<file path="src/hw/rtl/sdsq_pkg.sv">
// Package for the SPI-mode SD sector sequencer: phase codes, op and status codes.
// Used by sdsq_core and sd_spi_mode_sector_sequencer_top. No dependencies.
package sdsq_pkg;

	typedef enum logic [5:0] {
		P_IDLE = 6'd0, P_WAKE = 6'd1, P_CMD0 = 6'd2, P_CMD1 = 6'd3, P_CMD12 = 6'd4,
		P_CMD17 = 6'd5, P_CMD18 = 6'd6, P_CMD24 = 6'd7, P_CMD25 = 6'd8, P_CMD32 = 6'd9,
		P_CMD33 = 6'd10, P_CMD38 = 6'd11, P_M_CMD0 = 6'd12, P_M_CMD1 = 6'd13,
		P_M_TOKEN = 6'd14, P_M_CMD24 = 6'd15, P_M_CMD25 = 6'd16, P_M_CMD32 = 6'd17,
		P_M_CMD33 = 6'd18, P_M_CMD38 = 6'd19, P_B_PRE = 6'd20, P_B_BLOCK = 6'd21,
		P_B_STOP = 6'd22, P_RD_DATA = 6'd23, P_RD_CRC = 6'd24, P_W_TOKEN = 6'd25,
		P_W_NEED = 6'd26, P_W_DATA = 6'd27, P_W_CRC = 6'd28, P_W_RESP = 6'd29,
		P_TAIL_SEL = 6'd30, P_TAIL = 6'd31, P_STOP_TOKEN = 6'd32
	} phase_t;

	localparam logic [1:0] OP_START = 2'd0;
	localparam logic [1:0] OP_CARD  = 2'd1;
	localparam logic [1:0] OP_WDATA = 2'd2;

	localparam logic [2:0] K_INIT = 3'd0;
	localparam logic [2:0] K_RD1  = 3'd1;
	localparam logic [2:0] K_RDN  = 3'd2;
	localparam logic [2:0] K_WR1  = 3'd3;
	localparam logic [2:0] K_WRN  = 3'd4;
	localparam logic [2:0] K_ERASE = 3'd5;

	localparam logic [3:0] ST_OK = 4'd0, ST_BUSY_TO = 4'd1, ST_NO_TOKEN = 4'd2,
		ST_RESET_FAIL = 4'd3, ST_INIT_FAIL = 4'd4, ST_WCMD_REJ = 4'd5,
		ST_DATA_REJ = 4'd6, ST_ERASE_START = 4'd7, ST_ERASE_END = 4'd8,
		ST_ERASE_REJ = 4'd9;

	localparam logic [1:0] CFG_MATCH = 2'd0, CFG_BUSY = 2'd1, CFG_RETRY = 2'd2;

	localparam logic [7:0] TOK_START  = 8'hFE;
	localparam logic [7:0] TOK_MULTI  = 8'hFC;
	localparam logic [7:0] TOK_STOP   = 8'hFD;
	localparam logic [7:0] R1_IDLE    = 8'h01;
	localparam logic [7:0] DUMMY      = 8'hFF;
	localparam int         CMD_BYTES  = 6;
	localparam int         SECTOR_BYTES = 512;

	typedef struct packed {
		logic       tx_valid;
		logic [7:0] tx_byte;
		logic       chip_select;
		logic       rd_valid;
		logic [7:0] rd_byte;
		logic       want_data;
		logic       done_res;
		logic [3:0] status;
	} result_t;

	typedef struct packed {
		logic [15:0] match_limit;
		logic [15:0] busy_limit;
		logic [15:0] init_retry_limit;
	} cfg_t;

endpackage

</file>
<file path="src/hw/rtl/sdsq_core.sv">
// Sequencer state and next-state logic for one transfer per cycle while step is high.
// Depends on sdsq_pkg.
module sdsq_core import sdsq_pkg::*; #(
	parameter int WAKE_BYTES = 10
) (
	input  logic        clk,
	input  logic        arst_n,
	input  logic        step,
	input  logic [1:0]  op,
	input  logic [2:0]  kind,
	input  logic [22:0] sector,
	input  logic [15:0] count,
	input  logic [7:0]  card_byte,
	input  logic [7:0]  write_byte,
	input  cfg_t        cfg,
	output result_t     res
);
	phase_t      phase_q, ph_n;
	logic [2:0]  kind_q, kind_n;
	logic [31:0] addr_q, addr_n, end_q, end_n;
	logic [15:0] left_q, left_n, wait_q, wait_n, retry_q, retry_n;
	logic [9:0]  idx_q, idx_n;
	logic [15:0] left_dec, wait_dec;
	logic [31:0] sum32;

	function automatic logic [7:0] cmd_byte(phase_t ph, logic [2:0] i,
		logic [31:0] a, logic [31:0] e);
		logic [7:0]  code, crc;
		logic [31:0] arg;
		code = 8'h40; crc = 8'hFF; arg = '0;
		case (ph)
			P_CMD0:  begin code = 8'h40; crc = 8'h95; end
			P_CMD1:  code = 8'h41;
			P_CMD12: code = 8'h4C;
			P_CMD17: begin code = 8'h51; arg = a; end
			P_CMD18: begin code = 8'h52; arg = a; end
			P_CMD24: begin code = 8'h58; arg = a; end
			P_CMD25: begin code = 8'h59; arg = a; crc = 8'h95; end
			P_CMD32: begin code = 8'h60; arg = a; crc = 8'h95; end
			P_CMD33: begin code = 8'h61; arg = e; crc = 8'h95; end
			P_CMD38: begin code = 8'h66; crc = 8'h95; end
			default: ;
		endcase
		case (i)
			3'd0: return code;
			3'd1: return arg[31:24];
			3'd2: return arg[23:16];
			3'd3: return arg[15:8];
			3'd4: return arg[7:0];
			default: return crc;
		endcase
	endfunction

	assign left_dec = left_q - 16'd1;
	assign wait_dec = wait_q - 16'd1;
	assign sum32 = 32'(sector) + 32'(count) - 32'd1;

	always_comb begin
		ph_n = phase_q; kind_n = kind_q; addr_n = addr_q; end_n = end_q;
		left_n = left_q; wait_n = wait_q; retry_n = retry_q; idx_n = idx_q;
		res = '0;
		if (op == OP_START) begin
			kind_n = kind; addr_n = {sector[22:0], 9'd0}; end_n = {sum32[22:0], 9'd0};
			left_n = count; idx_n = '0; wait_n = '0; retry_n = '0;
			if (kind == K_INIT) begin
				ph_n = P_WAKE; res.tx_valid = 1'b1; res.tx_byte = DUMMY;
			end else if (kind == K_ERASE) begin
				ph_n = P_CMD32; res.tx_valid = 1'b1; res.chip_select = 1'b1;
				res.tx_byte = 8'h60;
			end else if (kind <= K_WRN) begin
				ph_n = P_B_PRE; wait_n = cfg.busy_limit;
				res.tx_valid = 1'b1; res.chip_select = 1'b1; res.tx_byte = DUMMY;
			end else begin
				ph_n = P_IDLE; res.done_res = 1'b1; res.status = ST_OK;
			end
		end else if (op == OP_WDATA) begin
			if (phase_q == P_W_NEED) begin
				ph_n = P_W_DATA; res.tx_valid = 1'b1; res.chip_select = 1'b1;
				res.tx_byte = write_byte;
			end
		end else if (op == OP_CARD) begin
			// Default answer for most branches: a selected dummy transfer.
			res.tx_valid = 1'b1; res.chip_select = 1'b1; res.tx_byte = DUMMY;
			case (phase_q)
				P_IDLE: res = '0;
				P_CMD0, P_CMD1, P_CMD12, P_CMD17, P_CMD18, P_CMD24, P_CMD25,
				P_CMD32, P_CMD33, P_CMD38: begin
					if (idx_q < 10'(CMD_BYTES - 1)) begin
						idx_n = idx_q + 10'd1;
						res.tx_byte = cmd_byte(phase_q, idx_n[2:0], addr_q, end_q);
					end else begin
						wait_n = cfg.match_limit;
						case (phase_q)
							P_CMD0:  ph_n = P_M_CMD0;
							P_CMD1:  ph_n = P_M_CMD1;
							P_CMD12: ph_n = P_TAIL_SEL;
							P_CMD17: ph_n = P_M_TOKEN;
							P_CMD18: begin
								if (left_q == '0) begin
									ph_n = P_CMD12; idx_n = '0; res.tx_byte = 8'h4C;
								end else ph_n = P_M_TOKEN;
							end
							P_CMD24: ph_n = P_M_CMD24;
							P_CMD25: ph_n = P_M_CMD25;
							P_CMD32: ph_n = P_M_CMD32;
							P_CMD33: ph_n = P_M_CMD33;
							default: ph_n = P_M_CMD38;
						endcase
						if (phase_q == P_CMD12 || phase_q == P_CMD18) wait_n = wait_q;
						if (phase_q == P_CMD18 && left_q != '0) wait_n = cfg.match_limit;
					end
				end
				P_M_CMD0, P_M_CMD1, P_M_TOKEN, P_M_CMD24, P_M_CMD25, P_M_CMD32,
				P_M_CMD33, P_M_CMD38: begin
					if (card_byte == (phase_q == P_M_CMD0 ? R1_IDLE :
						(phase_q == P_M_TOKEN ? TOK_START : 8'h00))) begin
						case (phase_q)
							P_M_CMD0: begin
								retry_n = cfg.init_retry_limit; ph_n = P_CMD1;
								idx_n = '0; res.tx_byte = 8'h41;
							end
							P_M_TOKEN: begin ph_n = P_RD_DATA; idx_n = '0; end
							P_M_CMD24: begin ph_n = P_W_TOKEN; res.tx_byte = TOK_START; end
							P_M_CMD25: begin
								wait_n = cfg.busy_limit;
								ph_n = (left_q == '0) ? P_B_STOP : P_B_BLOCK;
							end
							P_M_CMD32: begin
								ph_n = P_CMD33; idx_n = '0; res.tx_byte = 8'h61;
							end
							P_M_CMD33: begin
								ph_n = P_CMD38; idx_n = '0; res.tx_byte = 8'h66;
							end
							default: begin ph_n = P_TAIL; res.chip_select = 1'b0; end
						endcase
					end else if (wait_q == '0) begin
						res = '0; res.done_res = 1'b1; ph_n = P_IDLE;
						case (phase_q)
							P_M_CMD0:  res.status = ST_RESET_FAIL;
							P_M_CMD1: begin
								if (retry_q == '0) res.status = ST_INIT_FAIL;
								else begin
									res = '0; res.tx_valid = 1'b1; res.chip_select = 1'b1;
									res.tx_byte = 8'h41; retry_n = retry_q - 16'd1;
									ph_n = P_CMD1; idx_n = '0;
								end
							end
							P_M_TOKEN: res.status = ST_NO_TOKEN;
							P_M_CMD24, P_M_CMD25: res.status = ST_WCMD_REJ;
							P_M_CMD32: res.status = ST_ERASE_START;
							P_M_CMD33: res.status = ST_ERASE_END;
							default: res.status = ST_ERASE_REJ;
						endcase
					end else wait_n = wait_dec;
				end
				P_B_PRE, P_B_BLOCK, P_B_STOP: begin
					if (card_byte[0]) begin
						idx_n = '0;
						if (phase_q == P_B_BLOCK) begin
							ph_n = P_W_TOKEN; res.tx_byte = TOK_MULTI;
						end else if (phase_q == P_B_STOP) begin
							ph_n = P_STOP_TOKEN; res.tx_byte = TOK_STOP;
						end else begin
							case (kind_q)
								K_RD1: begin ph_n = P_CMD17; res.tx_byte = 8'h51; end
								K_RDN: begin ph_n = P_CMD18; res.tx_byte = 8'h52; end
								K_WR1: begin ph_n = P_CMD24; res.tx_byte = 8'h58; end
								K_WRN: begin ph_n = P_CMD25; res.tx_byte = 8'h59; end
								default: begin
									idx_n = idx_q; res = '0; res.done_res = 1'b1;
									ph_n = P_IDLE;
								end
							endcase
						end
					end else begin
						wait_n = wait_dec;
						if (wait_dec == '0) begin
							res = '0; res.done_res = 1'b1; res.status = ST_BUSY_TO;
							ph_n = P_IDLE;
						end
					end
				end
				P_WAKE: begin
					idx_n = idx_q + 10'd1;
					if (idx_n < 10'(WAKE_BYTES)) res.chip_select = 1'b0;
					else begin ph_n = P_CMD0; idx_n = '0; res.tx_byte = 8'h40; end
				end
				P_RD_DATA: begin
					res.rd_valid = 1'b1; res.rd_byte = card_byte;
					idx_n = idx_q + 10'd1;
					if (idx_q == 10'(SECTOR_BYTES - 1)) begin
						ph_n = P_RD_CRC; idx_n = '0;
					end
				end
				P_RD_CRC: begin
					if (idx_q == '0) idx_n = 10'd1;
					else if (kind_q != K_RDN) begin
						res = '0; res.done_res = 1'b1; ph_n = P_IDLE;
					end else begin
						left_n = left_dec;
						if (left_dec == '0) begin
							ph_n = P_CMD12; idx_n = '0; res.tx_byte = 8'h4C;
						end else begin
							ph_n = P_M_TOKEN; wait_n = cfg.match_limit;
						end
					end
				end
				P_W_TOKEN, P_W_NEED: begin
					if (phase_q == P_W_TOKEN) idx_n = '0;
					ph_n = P_W_NEED;
					res = '0; res.chip_select = 1'b1; res.want_data = 1'b1;
				end
				P_W_DATA: begin
					idx_n = idx_q + 10'd1;
					if (idx_q != 10'(SECTOR_BYTES - 1)) begin
						ph_n = P_W_NEED;
						res = '0; res.chip_select = 1'b1; res.want_data = 1'b1;
					end else begin
						ph_n = P_W_CRC; idx_n = '0;
					end
				end
				P_W_CRC: begin
					if (idx_q == '0) idx_n = 10'd1; else ph_n = P_W_RESP;
				end
				P_W_RESP: begin
					if (kind_q != K_WRN) begin
						if (card_byte[3:0] != 4'h5) begin
							res = '0; res.done_res = 1'b1; res.status = ST_DATA_REJ;
							ph_n = P_IDLE;
						end else begin ph_n = P_TAIL; res.chip_select = 1'b0; end
					end else if (card_byte[4:0] != 5'h05) begin
						res = '0; res.done_res = 1'b1; res.status = ST_DATA_REJ;
						ph_n = P_IDLE;
					end else begin
						left_n = left_dec; wait_n = cfg.busy_limit;
						ph_n = (left_dec == '0) ? P_B_STOP : P_B_BLOCK;
					end
				end
				P_TAIL_SEL: begin ph_n = P_TAIL; res.chip_select = 1'b0; end
				P_TAIL, P_STOP_TOKEN: begin
					res = '0; res.done_res = 1'b1; ph_n = P_IDLE;
				end
				default: res = '0;
			endcase
		end
	end

	always_ff @(posedge clk or negedge arst_n) begin
		if (!arst_n) begin
			phase_q <= P_IDLE; kind_q <= '0; addr_q <= '0; end_q <= '0;
			left_q <= '0; wait_q <= '0; retry_q <= '0; idx_q <= '0;
		end else if (step) begin
			phase_q <= ph_n; kind_q <= kind_n; addr_q <= addr_n; end_q <= end_n;
			left_q <= left_n; wait_q <= wait_n; retry_q <= retry_n; idx_q <= idx_n;
		end
	end

	a_rd_idx: assert property (@(posedge clk) disable iff (!arst_n)
		phase_q == P_RD_DATA || phase_q == P_W_NEED || phase_q == P_W_DATA ||
		idx_q < 10'd32)
		else $error("byte index out of range outside data phases");
	a_done_idle: assert property (@(posedge clk) disable iff (!arst_n)
		step && res.done_res |=> phase_q == P_IDLE)
		else $error("phase not idle after done");
	a_want_excl: assert property (@(posedge clk) disable iff (!arst_n)
		!(res.want_data && res.tx_valid))
		else $error("want_data with an exchange");
endmodule

</file>
<file path="src/hw/rtl/sd_spi_mode_sector_sequencer_top.sv">
// Top level of the SPI-mode SD sector sequencer: config registers, output register.
// Depends on sdsq_pkg and sdsq_core.
//
//  channel | signals                                  | direction
//  in      | in_valid/in_ready, op..write_byte        | item into the block
//  out     | out_valid/out_ready, tx_valid..status    | one result per item
//  cfg     | cfg_valid/cfg_ready, cfg_index, cfg_data | register write
//
// The core's next-state logic sits between state and the result register. A new
// item is accepted every cycle while the result register is empty or being taken.
// Reset clears state and loads register defaults.
// A stalled output holds the result and stops further transfers.
module sd_spi_mode_sector_sequencer_top import sdsq_pkg::*; #(
	parameter int WAKE_BYTES = 10
) (
	input  logic        clk,
	input  logic        arst_n,
	input  logic        in_valid,
	output logic        in_ready,
	input  logic [1:0]  op,
	input  logic [2:0]  kind,
	input  logic [22:0] sector,
	input  logic [15:0] count,
	input  logic [7:0]  card_byte,
	input  logic [7:0]  write_byte,
	output logic        out_valid,
	input  logic        out_ready,
	output logic        tx_valid,
	output logic [7:0]  tx_byte,
	output logic        chip_select,
	output logic        rd_valid,
	output logic [7:0]  rd_byte,
	output logic        want_data,
	output logic        done_res,
	output logic [3:0]  status,
	input  logic        cfg_valid,
	output logic        cfg_ready,
	input  logic [1:0]  cfg_index,
	input  logic [15:0] cfg_data
);
	cfg_t    cfg_q;
	result_t res_c, res_q;
	logic    step;

	assign in_ready  = !out_valid || out_ready;
	assign step      = in_valid && in_ready;
	assign cfg_ready = 1'b1;

	sdsq_core #(.WAKE_BYTES(WAKE_BYTES)) u_core (
		.clk, .arst_n, .step, .op, .kind, .sector, .count, .card_byte, .write_byte,
		.cfg(cfg_q), .res(res_c)
	);

	always_ff @(posedge clk or negedge arst_n) begin
		if (!arst_n) begin
			cfg_q.match_limit <= 16'd20000;
			cfg_q.busy_limit <= 16'hFFFF;
			cfg_q.init_retry_limit <= 16'd100;
		end else if (cfg_valid) begin
			case (cfg_index)
				CFG_MATCH: cfg_q.match_limit <= cfg_data;
				CFG_BUSY:  cfg_q.busy_limit <= cfg_data;
				CFG_RETRY: cfg_q.init_retry_limit <= cfg_data;
				default: ;
			endcase
		end
	end

	always_ff @(posedge clk or negedge arst_n) begin
		if (!arst_n) out_valid <= 1'b0;
		else if (in_ready) out_valid <= in_valid;
	end

	always_ff @(posedge clk) begin
		if (step) res_q <= res_c;
	end

	assign tx_valid = res_q.tx_valid;
	assign tx_byte = res_q.tx_byte;
	assign chip_select = res_q.chip_select;
	assign rd_valid = res_q.rd_valid;
	assign rd_byte = res_q.rd_byte;
	assign want_data = res_q.want_data;
	assign done_res = res_q.done_res;
	assign status = res_q.status;

	a_hold: assert property (@(posedge clk) disable iff (!arst_n)
		out_valid && !out_ready |=> out_valid && $stable(res_q))
		else $error("result changed while stalled");
	a_step: assert property (@(posedge clk) disable iff (!arst_n)
		step |=> out_valid)
		else $error("accepted item produced no result");
	a_status: assert property (@(posedge clk) disable iff (!arst_n)
		out_valid && !done_res |-> status == ST_OK)
		else $error("status without done");
endmodule

</file>
<file path="config.mk">
export PLATFORM = sky130hd
export DESIGN_NAME = sd_spi_mode_sector_sequencer_top
export DESIGN_NICKNAME = d
export VERILOG_FILES = /design/src/hw/rtl/sdsq_pkg.sv /design/src/hw/rtl/sdsq_core.sv /design/src/hw/rtl/sd_spi_mode_sector_sequencer_top.sv
export SDC_FILE = /design/constraint.sdc
export NUM_CORES = 1
export LEC_CHECK = 0
export BUFFER_PORTS_ARGS = -buffer_cell sky130_fd_sc_hd__buf_2
export CORE_MARGIN = 4
export CORE_UTILIZATION = 34
export DETAILED_ROUTE_END_ITERATION = 8
export GPL_ROUTABILITY_DRIVEN = 0
export PLACE_DENSITY = 0.58
export SETUP_SLACK_MARGIN = 0.3
export SYNTH_ARGS = -nofsm -noshare
export SYNTH_HDL_FRONTEND = slang
export SYNTH_SLANG_ARGS = --single-unit
</file>
<file path="constraint.sdc">
create_clock -name clk -period 6 [get_ports clk]
set_input_delay 0.9 -clock clk [delete_from_list [all_inputs] [get_ports clk]]
set_output_delay 0.9 -clock clk [all_outputs]
set_load 0.005 [all_outputs]
</file>
# After elaboration in Yosys (flattened, before gate mapping)
# Cells that the tools add are included.
# totals
register_bits	187
# op_classes
add_sub_neg	6
magnitude_cmp	3
eq_ne	85
muxes	156
bitwise_logic	1
n_reduce_logical	49
# op_table
op	n
16-bit 2-to-1 mux	38
10-bit 2-to-1 mux	28
25-bit 2-to-1 mux	11
6-bit 2-to-1 mux	19
6-bit case mux with 9 select lines	2
6-bit by 5-bit equality test with 1-bit output, second input constant	16
10-bit case mux with 9 select lines	1
16-bit zero test	5
8-bit 2-to-1 mux	10
16-bit case mux with 5 select lines	1
6-bit case mux with 12 select lines	1
32-bit case mux with 2 select lines	1
8-bit case mux with 8 select lines	1
9-bit case mux with 6 select lines	1
6-bit by 4-bit equality test with 1-bit output, second input constant	8
16-bit by 1-bit subtractor with 16-bit output, second input constant	3
5-bit 2-to-1 mux	9
21-bit 2-to-1 mux	2
6-bit case mux with 7 select lines	1
8-bit case mux with 5 select lines	1
6-bit case mux with 6 select lines	1
16-bit case mux with 2 select lines	1
8-bit case mux with 4 select lines	1
3-bit by 2-bit inequality test with 1-bit output, second input constant	10
65 further kinds	128

# Longest topological paths before layout
# Gate-level depths: netlist of run 1.
# logic_depth
ltp_word	12
depth_mapped	14
mapped_depth_nobuf	14

# Modules after synthesis
# A second synthesis of run 1 with hierarchy kept.
# hier_totals
cells_unflattened	1562
hier_area_um2	13421.6
# by_module_without_submodules
mod	n_inst	cells_per_inst	area_each_um2
sdsq_core	1	1429	10770.3
sd_spi_mode_sector_sequencer_top	1	133	2651.3

# Least setup slack after synthesis of run 1
# No wires, ideal clock.
# synth_path
kind	input to register
start	input port card_byte[3]
end	register res_q, in the netlist tx_byte[2] (data pin)
t_arrival_ps	3162
t_required_ps	5739
path_slack_ps	2577
path_stages	8
path_buffers	0
path_cell_list	or4_4 a2111oi_4 o22ai_2 nor2_4 a211oi_1 a211oi_1 or4b_1 a221o_1
# synth_rtl
element	line_no	source
start, declared	sd_spi_mode_sector_sequencer_top.sv:24	input logic [7:0] card_byte,
end signal, assigned	sd_spi_mode_sector_sequencer_top.sv:75	if (step) res_q <= res_c;
end, declared	sd_spi_mode_sector_sequencer_top.sv:42	result_t res_c, res_q;

# Final worst setup path of run 1
# layout_path
start	register u_core.phase_q[0]
end	register u_core.retry_q[0]
# layout_between
elab_chain_cells	9
word_cells_on_any_way	23
cone_classes	eq/ne (11); mux (7); reduce/logical (5)
# layout_lines
element	line_no	source
start, declared	sdsq_core.sv:18	phase_t phase_q, ph_n;
start signal, assigned	sdsq_core.sv:253	phase_q <= ph_n; kind_q <= kind_n; addr_q <= addr_n; end_q <= end_n;
6-bit by 4-bit equality test with 1-bit output	sdsq_core.sv:84, sdsq_core.sv:116	
8-bit 2-to-1 mux	sdsq_core.sv:116	(phase_q == P_M_TOKEN ? TOK_START : 8'h00))) begin
8-bit 2-to-1 mux	sdsq_core.sv:115	if (card_byte == (phase_q == P_M_CMD0 ? R1_IDLE :
8-bit equality test	sdsq_core.sv:115	
16-bit 2-to-1 mux	sdsq_core.sv:115	
16-bit 2-to-1 mux	sdsq_core.sv:84	case (phase_q)
16-bit 2-to-1 mux	sdsq_core.sv:81	end else if (op == OP_CARD) begin
16-bit 2-to-1 mux	sdsq_core.sv:76	end else if (op == OP_WDATA) begin
16-bit 2-to-1 mux	sdsq_core.sv:62	if (op == OP_START) begin
end signal, assigned	sdsq_core.sv:254	left_q <= left_n; wait_q <= wait_n; retry_q <= retry_n; idx_q <= idx_n;
end, declared	sdsq_core.sv:21	logic [15:0] left_q, left_n, wait_q, wait_n, retry_q, retry_n;
# Several ways; a longest one is shown, not always the timed one. The select of a mux whose other input is x is not followed.
# A chain may end at the register's enable or synchronous reset.

==> metrics.cfg, run 1 <==
[power]
power.leakage_nw=6.22
p_per_area_nw_per_um2=422
peakVddDrop_mv=0.268

[clock_network]
cts_tree=done
htree_levels=4
ctsResizeCount=0
clock-sinks=187
clock_path_buffers=2
hold_buffers=0
cts-root-buf=clkbuf_16
cts_setup_buffers=0
cts_buffers=17
clock_latency_ns=0.46
cts.clk_slew.worst_paths_ns=0.08

[setup_path]
reg2reg_depth=10
rrSetupSlack_ns=1.58
cp_max_fo=37
start_kind=flip-flop
reg2reg_to=u_core.retry_q[0]
rr_startpoint=u_core.phase_q[0]
critical_path_arrival_ns=4.80
crit_path_end_kind=flip-flop
path_class=reg -> reg
required_ns=6.37

[detailed_routing]
drt-total-wl_um=42500
wl_per_cell_um=20.0
first_iter_violations=1386
vias=12200
drt_pass1_iterations=6
ant_nets=0
drc=0
vias_per_cell=5.74

[yosys]
synth-seq-cells=187
synth_enable_flop_cells=25
syn_nets=1685
syn_inst=1552
seq_area_frac_synth_pct=36.6
syn_avg_cell_area_um2=8.51
synthArstFlopShare_pct=86.6
yosysWarnings=0
yosys_most_used_dff=dfrtp_1
yosys.cell_types.count=101
netlist_area_um2=13200

[status]
status=finished clean

[final_layout]
fin_nets=1735
drive_gt1_share_pct=18.1
area_growth_pct=11.8
fillers=3963

[timing]
tns_ns=0
timing.fmax_ghz=0.226
grt_setup_unrepaired=no
relSlewSlack_pct=3.58
report.final.hold_viol_count=0
worst_slew_pin_slew_ns=1.44
period_minus_slack_ns=4.42
hold_slack_ns=0.329
fin_crit_sh_pct=73.7
setup_viol=0
finalMaxSlewViolations=0
fin_skew_ns=0.0183

[floorplanning]
dieHeight_um=205
die_width_um=205
coreArea_um2=38000
die-area_um2=42100
ios=111
num_rows=71
start_util_pct=34.7

[grt]
grt_pass1_wl_um=66700
grt_max_degree=81
overflow=0
grt_pass1_vias=11500
grt_usage_pct=20.1
antenna_found_initial=2

[placed_design]
place.detailed.hpwl_um=31400
port_buffers=109

[min_path]
hold_class=in -> async

[run]
max-cap-violations=0

registers in the layout (all words and copies together) (netlist names):
name            count
cfg_q              48
chip_select         1
done_res            1
out_valid           1
rd_byte             8
rd_valid            1
status              4
tx_byte             8
tx_valid            1
u_core.addr_q      23
u_core.end_q       23
u_core.idx_q       10
u_core.kind_q       3
u_core.left_q      16
u_core.phase_q      6
u_core.retry_q     16
u_core.wait_q      16
want_data           1
cell usage in the layout, fill, tap and decap left out, types with 15 or more instances in the layout:
| master | netlist | routed |
|---|---|---|
| nand2_1 | 162 | 162 |
| dfrtp_1 | 138 | 138 |
| nor2_1 | 127 | 126 |
| o21ai_0 | 123 | 123 |
| buf_2 | 7 | 108 |
| inv_1 | 99 | 99 |
| a21oi_1 | 83 | 83 |
| mux2_2 | 57 | 57 |
| nor3_1 | 52 | 50 |
| ha_1 | 49 | 49 |
| nand3_1 | 33 | 33 |
| nor4_1 | 26 | 26 |
| edfxtp_1 | 25 | 25 |
| o21ai_1 | 24 | 24 |
| dfstp_2 | 24 | 24 |
| a22oi_1 | 23 | 23 |
| xnor2_1 | 21 | 21 |
| o22ai_1 | 21 | 21 |
| xor2_1 | 20 | 20 |
| buf_4 | 1 | 18 |
| nand2b_1 | 17 | 17 |
| and2_1 | 17 | 17 |
| o31ai_1 | 17 | 17 |
| clkbuf_16 | 0 | 17 |
| or3_1 | 17 | 16 |
| a31oi_1 | 16 | 16 |
| a21o_1 | 16 | 16 |
| nand4_1 | 15 | 15 |
| a211oi_1 | 15 | 15 |
| a221oi_1 | 15 | 15 |
kinds of logic (layout without fill, tap and decap cells):
logic type | Yosys count | in the layout | synth area share (%)
simple gates | 550 | 550 | 20.9
compound gates | 457 | 457 | 22.8
buf+inv | 195 | 258 | 5.88
flops | 187 | 187 | 36.6
mux | 71 | 71 | 6.30
fa+ha+maj | 50 | 50 | 4.79
xor+xnor | 41 | 41 | 2.72
other cells | 1 | 2 | 0.0284
stage by stage:
stage / cell area, um^2 / utilization [%] / std cells / worst slack [ns] / power [mW]
after floorplan: 13200 / - / 1552 / 2.58 / 4.13
after global placement: 14200 / 37.2 / 2094 / 1.58 / 4.93
after detailed placement: 14200 / 37.2 / 2094 / 1.47 / 4.98
after CTS: 14800 / 38.8 / 2126 / 1.68 / 6.21
after global routing: 14800 / 38.8 / 2127 / 1.29 / 6.67
final: 14800 / 38.8 / 2127 / 1.58 / 6.23
Yosys cell counts, types with 10 or more instances:
cell type | n | area share [%]
nor2_1 | 127 | 3.6
and2_1 | 17 | 0.81
o21ai_0 | 123 | 4.7
inv_1 | 99 | 2.8
clkbuf_1 | 77 | 2.2
a21o_1 | 16 | 0.91
a221oi_1 | 15 | 1.0
o22ai_1 | 21 | 1.0
xor2_1 | 20 | 1.3
ha_1 | 49 | 4.6
nor3_1 | 52 | 2.0
nand2_1 | 162 | 4.6
nor4_1 | 26 | 1.2
o31ai_1 | 17 | 0.97
a21oi_1 | 83 | 3.1
nor2b_1 | 12 | 0.57
nor3b_1 | 11 | 0.63
a22oi_1 | 23 | 1.3
dfrtp_1 | 138 | 26
dfstp_2 | 24 | 4.8
a211oi_1 | 15 | 0.85
mux2_4 | 10 | 1.1
xnor2_1 | 21 | 1.4
nand4_1 | 15 | 0.71
a31oi_1 | 16 | 0.76
or3_1 | 17 | 0.81
nand2b_1 | 17 | 0.81
edfxtp_1 | 25 | 5.7
nand3_1 | 33 | 1.3
o21ai_1 | 24 | 0.91
a22o_1 | 10 | 0.66
mux2_2 | 57 | 4.9
worst max-delay path by stage:
stage | to | slack, ns | start | cells past startpoint
final | u_core.retry_q[0] | 1.58 | u_core.phase_q[0] | 10
after global routing | u_core.retry_q[0] | 1.29 | u_core.phase_q[0] | 10
after CTS | u_core.retry_q[0] | 1.68 | u_core.phase_q[0] | 10
after detailed placement | u_core.retry_q[0] | 1.47 | card_byte[4] | 9
after global placement | u_core.retry_q[0] | 1.58 | card_byte[3] | 9
after floorplan | tx_byte[2] | 2.58 | card_byte[3] | 8
worst max-delay path, cell delays in order, from the launching register on:
cell and delay, ns:
dfrtp_1 0.71, buf_4 0.35, nor2_2 0.35, buf_4 0.26, nand2_1 0.08, xnor2_1 0.23, nor2_4 0.70, a31oi_1 0.18
a221o_1 0.59, nand2b_1 0.50, o31ai_1 0.33
final cells by class:
class | count | area, um^2 | share of cell area [%]
Antenna cell | 1 | 2.50 | 0.0170
Clock buffer | 18 | 429 | 2.91
Clock inverter | 14 | 176 | 1.20
Inverter | 99 | 372 | 2.52
Multi-Input combinational cell | 1170 | 7620 | 51.6
Sequential cell | 187 | 4830 | 32.8
Tap cell | 511 | 639 | 4.33
Timing Repair Buffer | 127 | 687 | 4.65
power by group:
group	internal, mW	leakage, nW	switching, mW
registers	1.64	2.23	0.432
clock network	0.602	0.298	0.598
logic	1.16	3.70	1.80
total	3.40	6.22	2.83
routing by layer:
layer / vias to the layer above / part of all wire [%] / global-route usage [%]
met5: - / 0.042 / 0
met3: 84 / 8.7 / 4.57
met1: 5799 / 44 / 28.5
met4: 2 / 2.6 / 6.10
li1: 5770 / - / -
met2: 551 / 45 / 30.7
(Power assumes the default switching activity.)
==> run 2, diff against run 1 <==
- ABC_AREA: unset -> 1
- clock period: 6 -> 4.3 ns (I/O delays scaled with it)
==> metrics.cfg, run 2 <==
[status]
status=finished clean  ; unchanged

[setup_path]
cpPeakStageDelay_ns=0.46  ; was 0.71 ns
reg2reg_to=u_core.idx_q[4]  ; was u_core.retry_q[0]
critPathBufInv=2  ; unchanged
start_kind=flip-flop  ; unchanged
crit_path_end_kind=flip-flop  ; unchanged
crit_top_cell=nand2_1  ; was buf_4
path_class=reg -> reg  ; unchanged
critical_path_arrival_ns=3.50  ; was 4.80 ns
crit_chain=nor2_4, nand3_4, inv_2, nand2_1, nand2_1, nand3_2, inv_2, nand3_1, nand3_1, nor3_1, nand2_1, nand2_2, nand2_1, nand2_1  ; was buf_4, nor2_2, buf_4, nand2_1, xnor2_1, nor2_4, a31oi_1, a221o_1, nand2b_1, o31ai_1
crit_family=simple AND/OR/NAND/NOR gates  ; unchanged
cp_max_fo=25  ; was 37
required_ns=4.63  ; was 6.37 ns
rr_startpoint=u_core.phase_q[4]  ; was u_core.phase_q[0]
rrSetupSlack_ns=1.13  ; was 1.58 ns
reg2reg_depth=14  ; was 10
critical_path.slowest_cell=dfrtp_1  ; unchanged

[yosys]
synth.most_common_cell=nand2_1  ; unchanged
syn_avg_cell_area_um2=6.58  ; was 8.51 um^2
yosys_most_used_dff=dfrtp_1  ; unchanged
yosysTopAreaCell=dfrtp_1  ; unchanged
synth_enable_flop_cells=25  ; unchanged
yosys.cell_types.count=58  ; was 101
yosysWarnings=0  ; unchanged
seq_area_frac_synth_pct=34.7  ; was 36.6%
synth_area_leaders=dfrtp_1, nand2_1, nand3_1  ; was dfrtp_1, edfxtp_1, mux2_2
synth_commonest_cells=nand2_1, inv_1, nand3_1, nor2_1, o21ai_0  ; was nand2_1, dfrtp_1, nor2_1, o21ai_0, inv_1
synth-seq-cells=187  ; unchanged
syn_nets=2252  ; was 1685
netlist_area_um2=13900  ; was 13200 um^2
synthArstFlopShare_pct=86.6  ; unchanged
syn_inst=2119  ; was 1552
yosysTopAreaCellShare_pct=24.8  ; was 26.2%

[final_layout]
regMostFlops=cfg_q  ; unchanged
drive_gt1_share_pct=10.9  ; was 18.1%
fin_nets=2331  ; was 1735
num_antenna_cells=0  ; was 1
area_growth_pct=11.5  ; was 11.8%
largest_reg_flops=48  ; unchanged
most-common-layout-cells=nand2_1, inv_1, nand3_1  ; was nand2_1, dfrtp_1, nor2_1
mostFrequentLayoutCell=nand2_1  ; unchanged
top_regs=cfg_q (48), u_core.addr_q (23), u_core.end_q (23)  ; unchanged

[power]
fin_total_pwr_mw=8.97  ; was 6.23 mW
p_per_area_nw_per_um2=577  ; was 422 nW/um^2
peakVddDrop_mv=0.265  ; was 0.268 mV
power.leakage_nw=7.87  ; was 6.22 nW

[floorplanning]
die_width_um=211  ; was 205 um
num_rows=73  ; was 71
die-area_um2=44300  ; was 42100 um^2
ios=111  ; unchanged
coreArea_um2=40100  ; was 38000 um^2
start_util_pct=34.8  ; was 34.7%
dieHeight_um=211  ; was 205 um

[clock_network]
cts_tree=done  ; unchanged
ctsResizeCount=0  ; unchanged
clock-sinks=187  ; unchanged
cts_buffers=17  ; unchanged
cts-root-buf=clkbuf_16  ; unchanged
cts.clk_slew.worst_paths_ns=0.07  ; was 0.08 ns
hold_buffers=0  ; unchanged
cts_setup_buffers=0  ; unchanged
clock_latency_ns=0.45  ; was 0.46 ns
clock_path_buffers=2  ; unchanged
htree_levels=4  ; unchanged

[timing]
setup_viol=0  ; unchanged
finalMaxSlewViolations=0  ; unchanged
timing.fmax_ghz=0.315  ; was 0.226 GHz
grt_setup_unrepaired=no  ; unchanged
worst_slew_pin_slew_ns=0.972  ; was 1.44 ns
relSlewSlack_pct=35.2  ; was 3.58%
fin_skew_ns=0.0160  ; was 0.0183 ns
fin_crit_sh_pct=73.8  ; was 73.7%
period_minus_slack_ns=3.17  ; was 4.42 ns
report.final.hold_viol_count=0  ; unchanged
tns_ns=0  ; unchanged

[run]
max-cap-violations=0  ; unchanged

[detailed_routing]
vias=14100  ; was 12200
first_iter_violations=1483  ; was 1386
drt-total-wl_um=43500  ; was 42500 um
drc=0  ; unchanged
vias_per_cell=5.17  ; was 5.74
wl_per_cell_um=15.9  ; was 20.0 um
ant_nets=0  ; unchanged
drt_pass1_iterations=7  ; was 6

[min_path]
hold_class=in -> async  ; unchanged

[grt]
grt_usage_pct=19.5  ; was 20.1%
grt_pass1_vias=13200  ; was 11500
overflow=0  ; unchanged
grt_max_degree=96  ; was 81
grt_pass1_wl_um=70500  ; was 66700 um
antenna_found_initial=1  ; was 2

[placed_design]
port_buffers=109  ; unchanged
place.detailed.hpwl_um=34100  ; was 31400 um

==> run 2: changes by cell type in the layout (fill, tap and decap cells not counted), moves of 24 or more <==
cell | previous run | this run
a21oi_1 | 83 | 56
inv_1 | 99 | 264
mux2_2 | 57 | 0
nand2_1 | 162 | 659
nand3_1 | 33 | 216
nand4_1 | 15 | 39
nor2_1 | 126 | 199
nor4_1 | 26 | 1
o21ai_0 | 123 | 185
==> run 2: how the worst max path moves through the flow <==
stage / from / endpoint / cells past startpoint
after floorplan: out_ready / u_core.wait_q[13] / 14
after CTS: u_core.phase_q[4] / u_core.idx_q[7] / 14
after detailed placement: op[0] / u_core.wait_q[1] / 11
after global routing: u_core.phase_q[4] / u_core.idx_q[1] / 14
final: u_core.phase_q[4] / u_core.idx_q[4] / 14
after global placement: op[0] / u_core.wait_q[0] / 12
==> run 2: cell families after synthesis <==
group                      Yosys count  share of synthesized area (%)
muxes                                1                         0.0718
and+or+nand+nor                   1204                           37.2
xor gates and xnor gates            27                           1.70
DFF                                187                           34.7
other                                1                         0.0269
adders and majority gates           50                           4.54
buffers and inverters              340                           9.58
AOI/OAI and AO/OA                  309                           12.2
==> run 2: metrics by stage <==
stage | util [%] | setup slack, ns | cell area [um^2] | hold slack (ns) | std cells
final | 38.8 | 1.13 | 15500 | 0.261 | 2736
after detailed placement | 37.3 | 1.21 | 15000 | 0.468 | 2704
after global placement | 37.3 | 1.26 | 15000 | 0.460 | 2704
after global routing | 38.8 | 0.909 | 15500 | 0.370 | 2736
after floorplan | - | 1.56 | 13900 | 0.349 | 2119
after CTS | 38.8 | 1.19 | 15500 | 0.328 | 2736
==> run 2: cell type report <==
class	count	area [um^2]
multi-input cells	1592	7770
repair buffers	119	639
clock buffers	20	467
well taps	525	657
flip-flops and latches	187	4830
clock inverters	12	116
inverters	281	1060
fillers	4267	24600
==> run 2: metal layers <==
layer  vias to the layer above  global-route usage, %  routed length (um)
met3                        66                   4.14                3350
met4                         2                   4.87                 869
met2                       552                   28.6               17900
met5                         -                      0                   7
li1                       7016                      -                   -
met1                      6507                   29.2               21400
==> run 2: where the power goes <==
part           switching, mW  internal (mW)  total (mW)
clock network          0.768          0.813        1.58
registers              0.401           2.27        2.67
logic                   3.21           1.50        4.72
total                   4.38           4.59        8.97
